===== config.mk =====
export PLATFORM = sky130hd
export DESIGN_NAME = two_axis_step_event_generator_core
export DESIGN_NICKNAME = d
export VERILOG_FILES = /design/src/tsg_pkg.sv /design/src/tsg_axis.sv /design/src/two_axis_step_event_generator_core.sv
export SDC_FILE = /design/constraint.sdc
export NUM_CORES = 1
export LEC_CHECK = 0
export ABC_AREA = 1
export BUFFER_PORTS_ARGS = -buffer_cell sky130_fd_sc_hd__buf_4
export CORE_MARGIN = 2
export CORE_UTILIZATION = 35
export CTS_BUF_LIST = sky130_fd_sc_hd__clkbuf_4
export CTS_CLUSTER_SIZE = 28
export DETAILED_ROUTE_END_ITERATION = 10
export SLEW_MARGIN = 40
export SYNTH_ARGS = -nofsm -noshare
export SYNTH_HDL_FRONTEND = slang
export SYNTH_SLANG_ARGS = --single-unit

===== constraint.sdc =====
create_clock -name clock -period 7.9 [get_ports clock]
set_input_delay 0.395 -clock clock [delete_from_list [all_inputs] [get_ports clock]]
set_output_delay 0.395 -clock clock [all_outputs]
set_load 0.1 [all_outputs]

===== src/tsg_pkg.sv =====
// ----------------------------------------------------------------------------
// tsg_pkg: shared definitions of the two-axis step event generator
// Command codes, register indexes, field widths and the per-axis control
// bundle passed from the command decoder to each axis unit.
// ----------------------------------------------------------------------------
package tsg_pkg;

   // Fixed widths of the transfer fields
   localparam int CMD_WIDTH       = 3;
   localparam int FIELD_WIDTH     = 24;
   localparam int POS_FIELD_WIDTH = 32;
   localparam int CSR_IDX_WIDTH   = 2;

   // Defaults for the top-level parameters
   localparam int POS_WIDTH_DEF   = 32;
   localparam int COUNT_WIDTH_DEF = 24;

   typedef enum logic [CMD_WIDTH-1:0] {
      CMD_LOAD     = 3'd0,
      CMD_TICK     = 3'd1,
      CMD_SET_BOTH = 3'd2,
      CMD_SET_ONE  = 3'd3,
      CMD_ENDSTOP  = 3'd4,
      CMD_ABORT    = 3'd5
   } tsg_cmd_type;

   typedef enum logic [CSR_IDX_WIDTH-1:0] {
      CSR_INVERT_X = 2'd0,
      CSR_INVERT_Y = 2'd1
   } tsg_csr_type;

   typedef enum logic {
      AXIS_X = 1'b0,
      AXIS_Y = 1'b1
   } tsg_axis_sel_type;

   // Per-axis controls, already qualified by the pipeline advance
   typedef struct packed {
      logic latch_dir;  // take a new direction
      logic load;       // start a move: preset counter, take step count
      logic tick;       // run one step event
      logic set_pos;    // overwrite the position
   } tsg_axis_ctl_type;

endpackage


===== src/tsg_axis.sv =====
// ----------------------------------------------------------------------------
// tsg_axis: one axis of the step event generator
// Error counter, step count, direction and wrapping position of one axis.
// Next-state values are exported so the result register sees them.
// ----------------------------------------------------------------------------
module tsg_axis #(
   parameter int POS_WIDTH   = tsg_pkg::POS_WIDTH_DEF,
   parameter int COUNT_WIDTH = tsg_pkg::COUNT_WIDTH_DEF
) (
   input  logic                                   clock,
   input  logic                                   reset,
   input  tsg_pkg::tsg_axis_ctl_type              ctl,
   input  logic [COUNT_WIDTH-1:0]                 steps,
   input  logic [COUNT_WIDTH-1:0]                 load_total,
   input  logic [COUNT_WIDTH-1:0]                 run_total,
   input  logic                                   neg,
   input  logic signed [tsg_pkg::POS_FIELD_WIDTH-1:0] pos_value,
   output logic                                   step,
   output logic                                   neg_next,
   output logic [POS_WIDTH-1:0]                   pos_cur,
   output logic [POS_WIDTH-1:0]                   pos_next
);
   import tsg_pkg::*;

   localparam int ACC_WIDTH = COUNT_WIDTH + 2;

   logic signed [ACC_WIDTH-1:0] accum_ff, accum_in;
   logic [COUNT_WIDTH-1:0]      steps_ff, steps_in;
   logic                        neg_ff, neg_in;
   logic [POS_WIDTH-1:0]        position_ff, position_in;

   logic signed [ACC_WIDTH-1:0] sum;
   logic [POS_WIDTH-1:0]        pos_set;

   assign sum     = accum_ff + $signed({2'b00, steps_ff});
   assign step    = ctl.tick && (sum > $signed(ACC_WIDTH'(0)));
   assign pos_set = POS_WIDTH'(pos_value);

   always_comb begin
      accum_in    = accum_ff;
      steps_in    = steps_ff;
      neg_in      = neg_ff;
      position_in = position_ff;
      if (ctl.latch_dir) begin
         neg_in = neg;
      end
      if (ctl.load) begin
         steps_in = (steps > load_total) ? load_total : steps;
         accum_in = -$signed({2'b00, (load_total >> 1)});
      end
      if (ctl.tick) begin
         accum_in = step ? (sum - $signed({2'b00, run_total})) : sum;
         if (step) begin
            position_in = neg_ff ? (position_ff - POS_WIDTH'(1))
                                 : (position_ff + POS_WIDTH'(1));
         end
      end
      if (ctl.set_pos) begin
         position_in = pos_set;
      end
   end

   always_ff @(posedge clock) begin
      if (reset) begin
         accum_ff    <= '0;
         steps_ff    <= '0;
         neg_ff      <= 1'b0;
         position_ff <= '0;
      end else begin
         accum_ff    <= accum_in;
         steps_ff    <= steps_in;
         neg_ff      <= neg_in;
         position_ff <= position_in;
      end
   end

   assign neg_next = neg_in;
   assign pos_cur  = position_ff;
   assign pos_next = position_in;

endmodule


===== src/two_axis_step_event_generator_core.sv =====
// ----------------------------------------------------------------------------
// two_axis_step_event_generator_core: two-axis line step generator
// Path: an accepted command is held in the input register, moves into the
//   result register once that register is free, and transfers from there.
// Throughput: one command per cycle; the error counter add/compare/subtract
//   of each axis is the only work per step event. Stall only while a result
//   is held up.
// Reset: synchronous; clears counters, positions, capture, move and the
//   direction inversion registers. No clearing pass is needed.
// ----------------------------------------------------------------------------
module two_axis_step_event_generator_core #(
   parameter int POS_WIDTH   = tsg_pkg::POS_WIDTH_DEF,
   parameter int COUNT_WIDTH = tsg_pkg::COUNT_WIDTH_DEF
) (
   input  logic                                       clock,
   input  logic                                       reset,
   // command channel
   input  logic                                       req_valid,
   output logic                                       req_stall,
   input  logic [tsg_pkg::CMD_WIDTH-1:0]              req_command,
   input  logic [tsg_pkg::FIELD_WIDTH-1:0]            req_steps_x,
   input  logic [tsg_pkg::FIELD_WIDTH-1:0]            req_steps_y,
   input  logic [tsg_pkg::FIELD_WIDTH-1:0]            req_event_total,
   input  logic                                       req_dir_x_negative,
   input  logic                                       req_dir_y_negative,
   input  logic                                       req_axis_select,
   input  logic signed [tsg_pkg::POS_FIELD_WIDTH-1:0] req_position_a,
   input  logic signed [tsg_pkg::POS_FIELD_WIDTH-1:0] req_position_b,
   // result channel
   output logic                                       rsp_valid,
   input  logic                                       rsp_stall,
   output logic                                       rsp_step_x,
   output logic                                       rsp_step_y,
   output logic                                       rsp_dir_x_pin,
   output logic                                       rsp_dir_y_pin,
   output logic signed [tsg_pkg::POS_FIELD_WIDTH-1:0] rsp_pos_x,
   output logic signed [tsg_pkg::POS_FIELD_WIDTH-1:0] rsp_pos_y,
   output logic                                       rsp_move_active,
   output logic                                       rsp_move_done,
   output logic signed [tsg_pkg::POS_FIELD_WIDTH-1:0] rsp_trigger_pos,
   // register write channel
   input  logic                                       csr_valid,
   output logic                                       csr_ready,
   input  logic [tsg_pkg::CSR_IDX_WIDTH-1:0]          csr_index,
   input  logic                                       csr_data
);
   import tsg_pkg::*;

   // ---------------------------------------------------------------------
   // Direction inversion registers; the port never pushes back.
   // ---------------------------------------------------------------------
   logic invert_x_ff, invert_y_ff;

   assign csr_ready = 1'b1;

   always_ff @(posedge clock) begin
      if (reset) begin
         invert_x_ff <= 1'b0;
         invert_y_ff <= 1'b0;
      end else if (csr_valid && csr_ready) begin
         unique case (tsg_csr_type'(csr_index))
            CSR_INVERT_X: invert_x_ff <= csr_data;
            CSR_INVERT_Y: invert_y_ff <= csr_data;
            default: ;
         endcase
      end
   end

   // ---------------------------------------------------------------------
   // Handshake: the input register advances into the result register
   // whenever the result register is empty or being drained this cycle.
   // ---------------------------------------------------------------------
   logic s1_valid_ff, s1_valid_in;
   logic rsp_valid_ff, rsp_valid_in;
   logic out_free, fire, req_accept;

   assign out_free   = !rsp_valid_ff || !rsp_stall;
   assign fire       = s1_valid_ff && out_free;
   assign req_stall  = s1_valid_ff && !out_free;
   assign req_accept = req_valid && !req_stall;

   assign s1_valid_in  = req_accept || (s1_valid_ff && !fire);
   assign rsp_valid_in = fire || (rsp_valid_ff && rsp_stall);

   always_ff @(posedge clock) begin
      if (reset) begin
         s1_valid_ff  <= 1'b0;
         rsp_valid_ff <= 1'b0;
      end else begin
         s1_valid_ff  <= s1_valid_in;
         rsp_valid_ff <= rsp_valid_in;
      end
   end

   // Input register: capture the command on each accepted transfer
   logic [CMD_WIDTH-1:0]               s1_cmd_ff;
   logic [COUNT_WIDTH-1:0]             s1_steps_x_ff, s1_steps_y_ff, s1_total_ff;
   logic                               s1_neg_x_ff, s1_neg_y_ff, s1_axis_ff;
   logic signed [POS_FIELD_WIDTH-1:0]  s1_pos_a_ff, s1_pos_b_ff;

   always_ff @(posedge clock) begin
      if (req_accept) begin
         s1_cmd_ff     <= req_command;
         s1_steps_x_ff <= COUNT_WIDTH'(req_steps_x);
         s1_steps_y_ff <= COUNT_WIDTH'(req_steps_y);
         s1_total_ff   <= COUNT_WIDTH'(req_event_total);
         s1_neg_x_ff   <= req_dir_x_negative;
         s1_neg_y_ff   <= req_dir_y_negative;
         s1_axis_ff    <= req_axis_select;
         s1_pos_a_ff   <= req_position_a;
         s1_pos_b_ff   <= req_position_b;
      end
   end

   // ---------------------------------------------------------------------
   // Move state shared by both axes
   // ---------------------------------------------------------------------
   logic                   busy_ff, busy_in;
   logic [COUNT_WIDTH-1:0] events_ff, events_in, events_inc;
   logic [COUNT_WIDTH-1:0] total_ff, total_in;
   logic [POS_WIDTH-1:0]   captured_ff, captured_in;
   logic                   done;

   tsg_axis_ctl_type       ctl_x, ctl_y;
   logic                   step_x, step_y, neg_x_next, neg_y_next;
   logic [POS_WIDTH-1:0]   pos_x_cur, pos_y_cur, pos_x_next, pos_y_next;
   logic signed [POS_FIELD_WIDTH-1:0] pos_y_value;
   logic                   set_both;

   assign events_inc = events_ff + COUNT_WIDTH'(1);

   // Decode the command held in the input register; nothing moves unless
   // the item advances this cycle.
   always_comb begin
      ctl_x       = '0;
      ctl_y       = '0;
      busy_in     = busy_ff;
      events_in   = events_ff;
      total_in    = total_ff;
      captured_in = captured_ff;
      done        = 1'b0;
      set_both    = 1'b0;
      if (fire) begin
         case (tsg_cmd_type'(s1_cmd_ff))
            CMD_LOAD: begin
               // Ignore a load while a move runs; a zero total only
               // latches the directions.
               if (!busy_ff) begin
                  ctl_x.latch_dir = 1'b1;
                  ctl_y.latch_dir = 1'b1;
                  if (s1_total_ff != '0) begin
                     ctl_x.load = 1'b1;
                     ctl_y.load = 1'b1;
                     total_in   = s1_total_ff;
                     events_in  = '0;
                     busy_in    = 1'b1;
                  end
               end
            end
            CMD_TICK: begin
               if (busy_ff) begin
                  ctl_x.tick = 1'b1;
                  ctl_y.tick = 1'b1;
                  events_in  = events_inc;
                  if (events_inc >= total_ff) begin
                     busy_in = 1'b0;
                     done    = 1'b1;
                  end
               end
            end
            CMD_SET_BOTH: begin
               ctl_x.set_pos = 1'b1;
               ctl_y.set_pos = 1'b1;
               set_both      = 1'b1;
            end
            CMD_SET_ONE: begin
               if (tsg_axis_sel_type'(s1_axis_ff) == AXIS_Y) begin
                  ctl_y.set_pos = 1'b1;
               end else begin
                  ctl_x.set_pos = 1'b1;
               end
            end
            CMD_ENDSTOP: begin
               // Capture the hit axis and drop any running move
               captured_in = (tsg_axis_sel_type'(s1_axis_ff) == AXIS_Y)
                           ? pos_y_cur : pos_x_cur;
               busy_in     = 1'b0;
            end
            CMD_ABORT: begin
               busy_in = 1'b0;
            end
            default: ;
         endcase
      end
   end

   // Set-both takes Y from the second position field, set-one from the first
   assign pos_y_value = set_both ? s1_pos_b_ff : s1_pos_a_ff;

   always_ff @(posedge clock) begin
      if (reset) begin
         busy_ff     <= 1'b0;
         events_ff   <= '0;
         total_ff    <= '0;
         captured_ff <= '0;
      end else begin
         busy_ff     <= busy_in;
         events_ff   <= events_in;
         total_ff    <= total_in;
         captured_ff <= captured_in;
      end
   end

   // ---------------------------------------------------------------------
   // Axis units
   // ---------------------------------------------------------------------
   tsg_axis #(
      .POS_WIDTH   (POS_WIDTH),
      .COUNT_WIDTH (COUNT_WIDTH)
   ) u_axis_x (
      .clock      (clock),
      .reset      (reset),
      .ctl        (ctl_x),
      .steps      (s1_steps_x_ff),
      .load_total (s1_total_ff),
      .run_total  (total_ff),
      .neg        (s1_neg_x_ff),
      .pos_value  (s1_pos_a_ff),
      .step       (step_x),
      .neg_next   (neg_x_next),
      .pos_cur    (pos_x_cur),
      .pos_next   (pos_x_next)
   );

   tsg_axis #(
      .POS_WIDTH   (POS_WIDTH),
      .COUNT_WIDTH (COUNT_WIDTH)
   ) u_axis_y (
      .clock      (clock),
      .reset      (reset),
      .ctl        (ctl_y),
      .steps      (s1_steps_y_ff),
      .load_total (s1_total_ff),
      .run_total  (total_ff),
      .neg        (s1_neg_y_ff),
      .pos_value  (pos_y_value),
      .step       (step_y),
      .neg_next   (neg_y_next),
      .pos_cur    (pos_y_cur),
      .pos_next   (pos_y_next)
   );

   // ---------------------------------------------------------------------
   // Result register: load on advance, hold while stalled.
   // Direction pin follows the inversion bit when the axis runs negative
   // and its complement otherwise.
   // ---------------------------------------------------------------------
   logic                              rsp_step_x_ff, rsp_step_y_ff;
   logic                              rsp_dir_x_ff, rsp_dir_y_ff;
   logic signed [POS_FIELD_WIDTH-1:0] rsp_pos_x_ff, rsp_pos_y_ff, rsp_trig_ff;
   logic                              rsp_active_ff, rsp_done_ff;

   always_ff @(posedge clock) begin
      if (fire) begin
         rsp_step_x_ff <= step_x;
         rsp_step_y_ff <= step_y;
         rsp_dir_x_ff  <= ~(neg_x_next ^ invert_x_ff);
         rsp_dir_y_ff  <= ~(neg_y_next ^ invert_y_ff);
         rsp_pos_x_ff  <= POS_FIELD_WIDTH'(pos_x_next);
         rsp_pos_y_ff  <= POS_FIELD_WIDTH'(pos_y_next);
         rsp_active_ff <= busy_in;
         rsp_done_ff   <= done;
         rsp_trig_ff   <= POS_FIELD_WIDTH'(captured_in);
      end
   end

   assign rsp_valid       = rsp_valid_ff;
   assign rsp_step_x      = rsp_step_x_ff;
   assign rsp_step_y      = rsp_step_y_ff;
   assign rsp_dir_x_pin   = rsp_dir_x_ff;
   assign rsp_dir_y_pin   = rsp_dir_y_ff;
   assign rsp_pos_x       = rsp_pos_x_ff;
   assign rsp_pos_y       = rsp_pos_y_ff;
   assign rsp_move_active = rsp_active_ff;
   assign rsp_move_done   = rsp_done_ff;
   assign rsp_trigger_pos = rsp_trig_ff;

endmodule


==> impl_metrics.env <==
export IMPL_critPathMaxStageDelay_ns=0.62
export IMPL_max_slew_worst_pin_slew_ns=0.922
export IMPL_swShare=0.322
export IMPL_dr_wl_met2_mm=52.3
export IMPL_rsz0062_at_grt="no"
export IMPL_holdCritPathClass="in2reg"
export IMPL_power_frac_clock=0.385
export IMPL_post_route_util=0.431
export IMPL_irDropWorstVdd_mv=0.129
export IMPL_routed_via_density=5.27
export IMPL_placed_cells=5549
export IMPL_grt_pass1_wl_mm=179
export IMPL_die_h_um=306
export IMPL_cts_buffers=142
export IMPL_cts_sinks=495
export IMPL_hold_violations=0
export IMPL_r2r_setup_slack_ns=3.40
export IMPL_grt_total_usage=0.251
export IMPL_postCtsSetupBuffers=0
export IMPL_yosys_area_share_adder=0.0939
export IMPL_dpl_hpwl_mm=88.5
export IMPL_ys_flop_type="dfxtp_1"
export IMPL_final_setup_skew_ns=0.103
export IMPL_slew_headroom=0.379
export IMPL_intPower_w=0.00462
export IMPL_synth_seq_cells=495
export IMPL_dr_pass1_iters=6
export IMPL_path_buf_inv=4
export IMPL_power_w=0.00681
export IMPL_outcome="finished, final reports clean"
export IMPL_finalCritPeriodShare=0.570
export IMPL_synth_mux_area_frac=0
export IMPL_p_switching_w=0.00219
export IMPL_clk_pin_slew_ns=0.08
export IMPL_port_buffers=253
export IMPL_min_period_ns=4.50
export IMPL_drt_iter0_drc=3180
export IMPL_ant_nets=0
export IMPL_syn2layout_area_growth_pct=21.8
export IMPL_clk_path_buf_depth=3
export IMPL_setup_tns_ns=0
export IMPL_synth_top_family_by_area="simple AND/OR/NAND/NOR gates"
export IMPL_final_nets=5108
export IMPL_fp_dieW_um=306
export IMPL_total_leakage_power_nw=18.4
export IMPL_layout_setup_ws_ns=3.40
export IMPL_num_io_pins=255
export IMPL_cts_tree="done"
export IMPL_drc=0
export IMPL_placementRows=110
export IMPL_syn_nets=4626
export IMPL_htreeDepth=4
export IMPL_holdBufCountCts=205
export IMPL_cts_resized_gates=0
export IMPL_synth_seq_area_share=0.387
export IMPL_dr_wl_met3_mm=10.9
export IMPL_synthArstFlopShare=0
export IMPL_cp_max_fo=57
export IMPL_critPathRequiredTime_ns=8.77
export IMPL_reg2reg_depth=17
export IMPL_place_ws_ns=3.65
export IMPL_place_gp_congestion=0.971
export IMPL_stdcell_count=6025
export IMPL_cap_violations=0
export IMPL_vias=31800
export IMPL_holdPathStages=2
export IMPL_synth_edf_count=244
export IMPL_start_util=0.354
export IMPL_grt_ovfl_total=0
export IMPL_grt_pass1_vias=29900
export IMPL_drt_total_wl_mm=120
export IMPL_wl_met1_mm=53.2
export IMPL_yosysWarnings=0
export IMPL_synth_compound_area_share=0.136
export IMPL_synth_xor_xnor_area_share=0.0373
export IMPL_critical_path_top_delay_family="simple AND/OR/NAND/NOR gates"
export IMPL_critical_path_class="reg2reg"
export IMPL_wire_per_inst_um=20.0
export IMPL_insertion_delay_ns=1.08
export IMPL_r2r_start="s1_total_ff[3]"
export IMPL_slew_viol_final=0
export IMPL_min_from="req_position_b[31]"
export IMPL_grt_start_max_net_pins=116
export IMPL_cp_cell_sequence="inv_2 > nand3_2 > nor2_1 > nand2_1 > nor2_2 > nand3_2 > nor2_2 > nand2_2 > nor2_4 > nand4_2 > nand2_4 > inv_2 > nor2_8 > inv_2 > buf_4 > o21ai_1 > a21oi_1"
export IMPL_arrival_ns=5.37
export IMPL_coreArea_mm2=0.0901
export IMPL_dieArea_mm2=0.0936
export IMPL_seqPwrFrac=0.426
export IMPL_antenna_found_initial=5
export IMPL_p_per_area_mw_per_mm2=175
export IMPL_synth_avg_cell_area_um2=7.53
export IMPL_syn_inst=4240
export IMPL_netlist_area_mm2=0.0319
export IMPL_cp_start_kind="register"
export IMPL_min_to="s1_pos_b_ff[31]"
export IMPL_critPathSlowestCell="nor2_8"
export IMPL_finalSetupViolCount=0
export IMPL_layout_drive_gt1_share=0.128
export IMPL_root_buffer="clkbuf_4"
export IMPL_seq_area_mm2=0.0124
export IMPL_ys_types=55
export IMPL_combinationalPowerShare=0.189
export IMPL_multi_input_area_mm2=0.0172
export IMPL_dr_max_layer_used="met5"
export IMPL_fmax_mhz=222
export IMPL_endpoint_kind="register"
export IMPL_synth_simple_area_share=0.269
export IMPL_fillers=9102
export IMPL_r2r_end="u_axis_x.accum_ff[21]"
export IMPL_crit_top_cell="inv_2"
[stage by stage]
stage | hold WS (ns) | area [µm²]
after floorplan | 0.453 | 31900
after global placement | 0.460 | 34800
after detailed placement | 0.464 | 34800
after CTS | 0.000762 | 38800
after global routing | 0.00700 | 38900
final | 0.0659 | 38900
[layout make-up]
class                   instances  share of cell area
clock buffers                 220              0.0425
diodes                         10            0.000644
multi-input cells            3140               0.442
inverters                     456              0.0442
repair buffers                487               0.108
clock inverters                41             0.00792
flip-flops and latches        495               0.318
well taps                    1176              0.0378
[cell usage in the layout, fill, tap and decap left out, drive strengths merged, types with 38 or more instances in the layout]
cell and count:
nand2 1038, inv 461, nand3 436, a21oi 390, nor2 363, buf 282, dfxtp 251, edfxtp 244
o21ai 243, ha 230, clkbuf 220, dlygate4sd3 205, xor2 86, xnor2 49, nand4 47, nor3 46
o211ai 45, nand3b 38
[cell families (layout without fill, tap and decap cells)]
logic type               Yosys count  in the layout
XOR/XNOR                         135            135
other                              1             11
AND/OR/NAND/NOR                 1986           1986
buffers and inverters            605           1204
AO/OA/AOI/OAI                    782            782
flip-flops                       495            495
adder cells (fa/ha/maj)          236            236
[state kept, by name, summed over array words and instances, names as in the netlist, 26 cells and up]
signal / flops
captured_ff: 32
rsp_pos_x: 32
rsp_pos_y: 32
rsp_trigger_pos: 32
s1_pos_a_ff: 32
s1_pos_b_ff: 32
u_axis_x.pos_cur: 32
u_axis_y.pos_cur: 32
u_axis_x.accum_ff: 26
u_axis_y.accum_ff: 26
[worst max path at each step]
stage,slack [ns],end,from,cells after the start
global placement,3.47,u_axis_y.steps_ff[9],s1_total_ff[17],11
CTS,3.60,u_axis_x.accum_ff[21],s1_total_ff[3],17
global route,3.09,u_axis_x.accum_ff[24],s1_total_ff[3],18
finish,3.40,u_axis_x.accum_ff[21],s1_total_ff[3],17
detailed placement,3.65,u_axis_x.accum_ff[0],s1_total_ff[3],17
floorplan,0.47,rsp_pos_x[17],rsp_valid,11
[layer usage]
metal | GRT usage | up-vias
met5 | 0 | -
met4 | 0.0920 | 2
met3 | 0.0538 | 228
met2 | 0.385 | 1356
met1 | 0.345 | 14800
li1 | - | 15400
[synthesized netlist by cell type, drive strengths merged, types with 11 or more instances]
cell type,n,area (µm²)
a31oi,13,81.3
nor3,46,260
clkbuf,83,312
a21oi,390,1970
o21a,12,90.1
nand3b,38,285
nand4,47,300
dfxtp,251,5020
edfxtp,244,7330
nor2,363,1420
nand2,1038,3930
o21ai,243,1220
nor4,12,81.3
o21bai,32,240
inv,454,1700
ha,230,2880
a21o,11,82.6
buf,66,433
nand3,436,2260
xor2,86,761
o211ai,45,338
xnor2,49,429
[power groups by stage]
stage / logic (W) / clock network (W) / registers, W
after floorplan: 0.000703 / 0 / 0.00306
after global placement: 0.00118 / 0 / 0.00295
after detailed placement: 0.00118 / 0 / 0.00295
after CTS: 0.00126 / 0.00268 / 0.00289
after global routing: 0.00140 / 0.00281 / 0.00290
final: 0.00129 / 0.00262 / 0.00290
(Power assumes the default switching activity.)
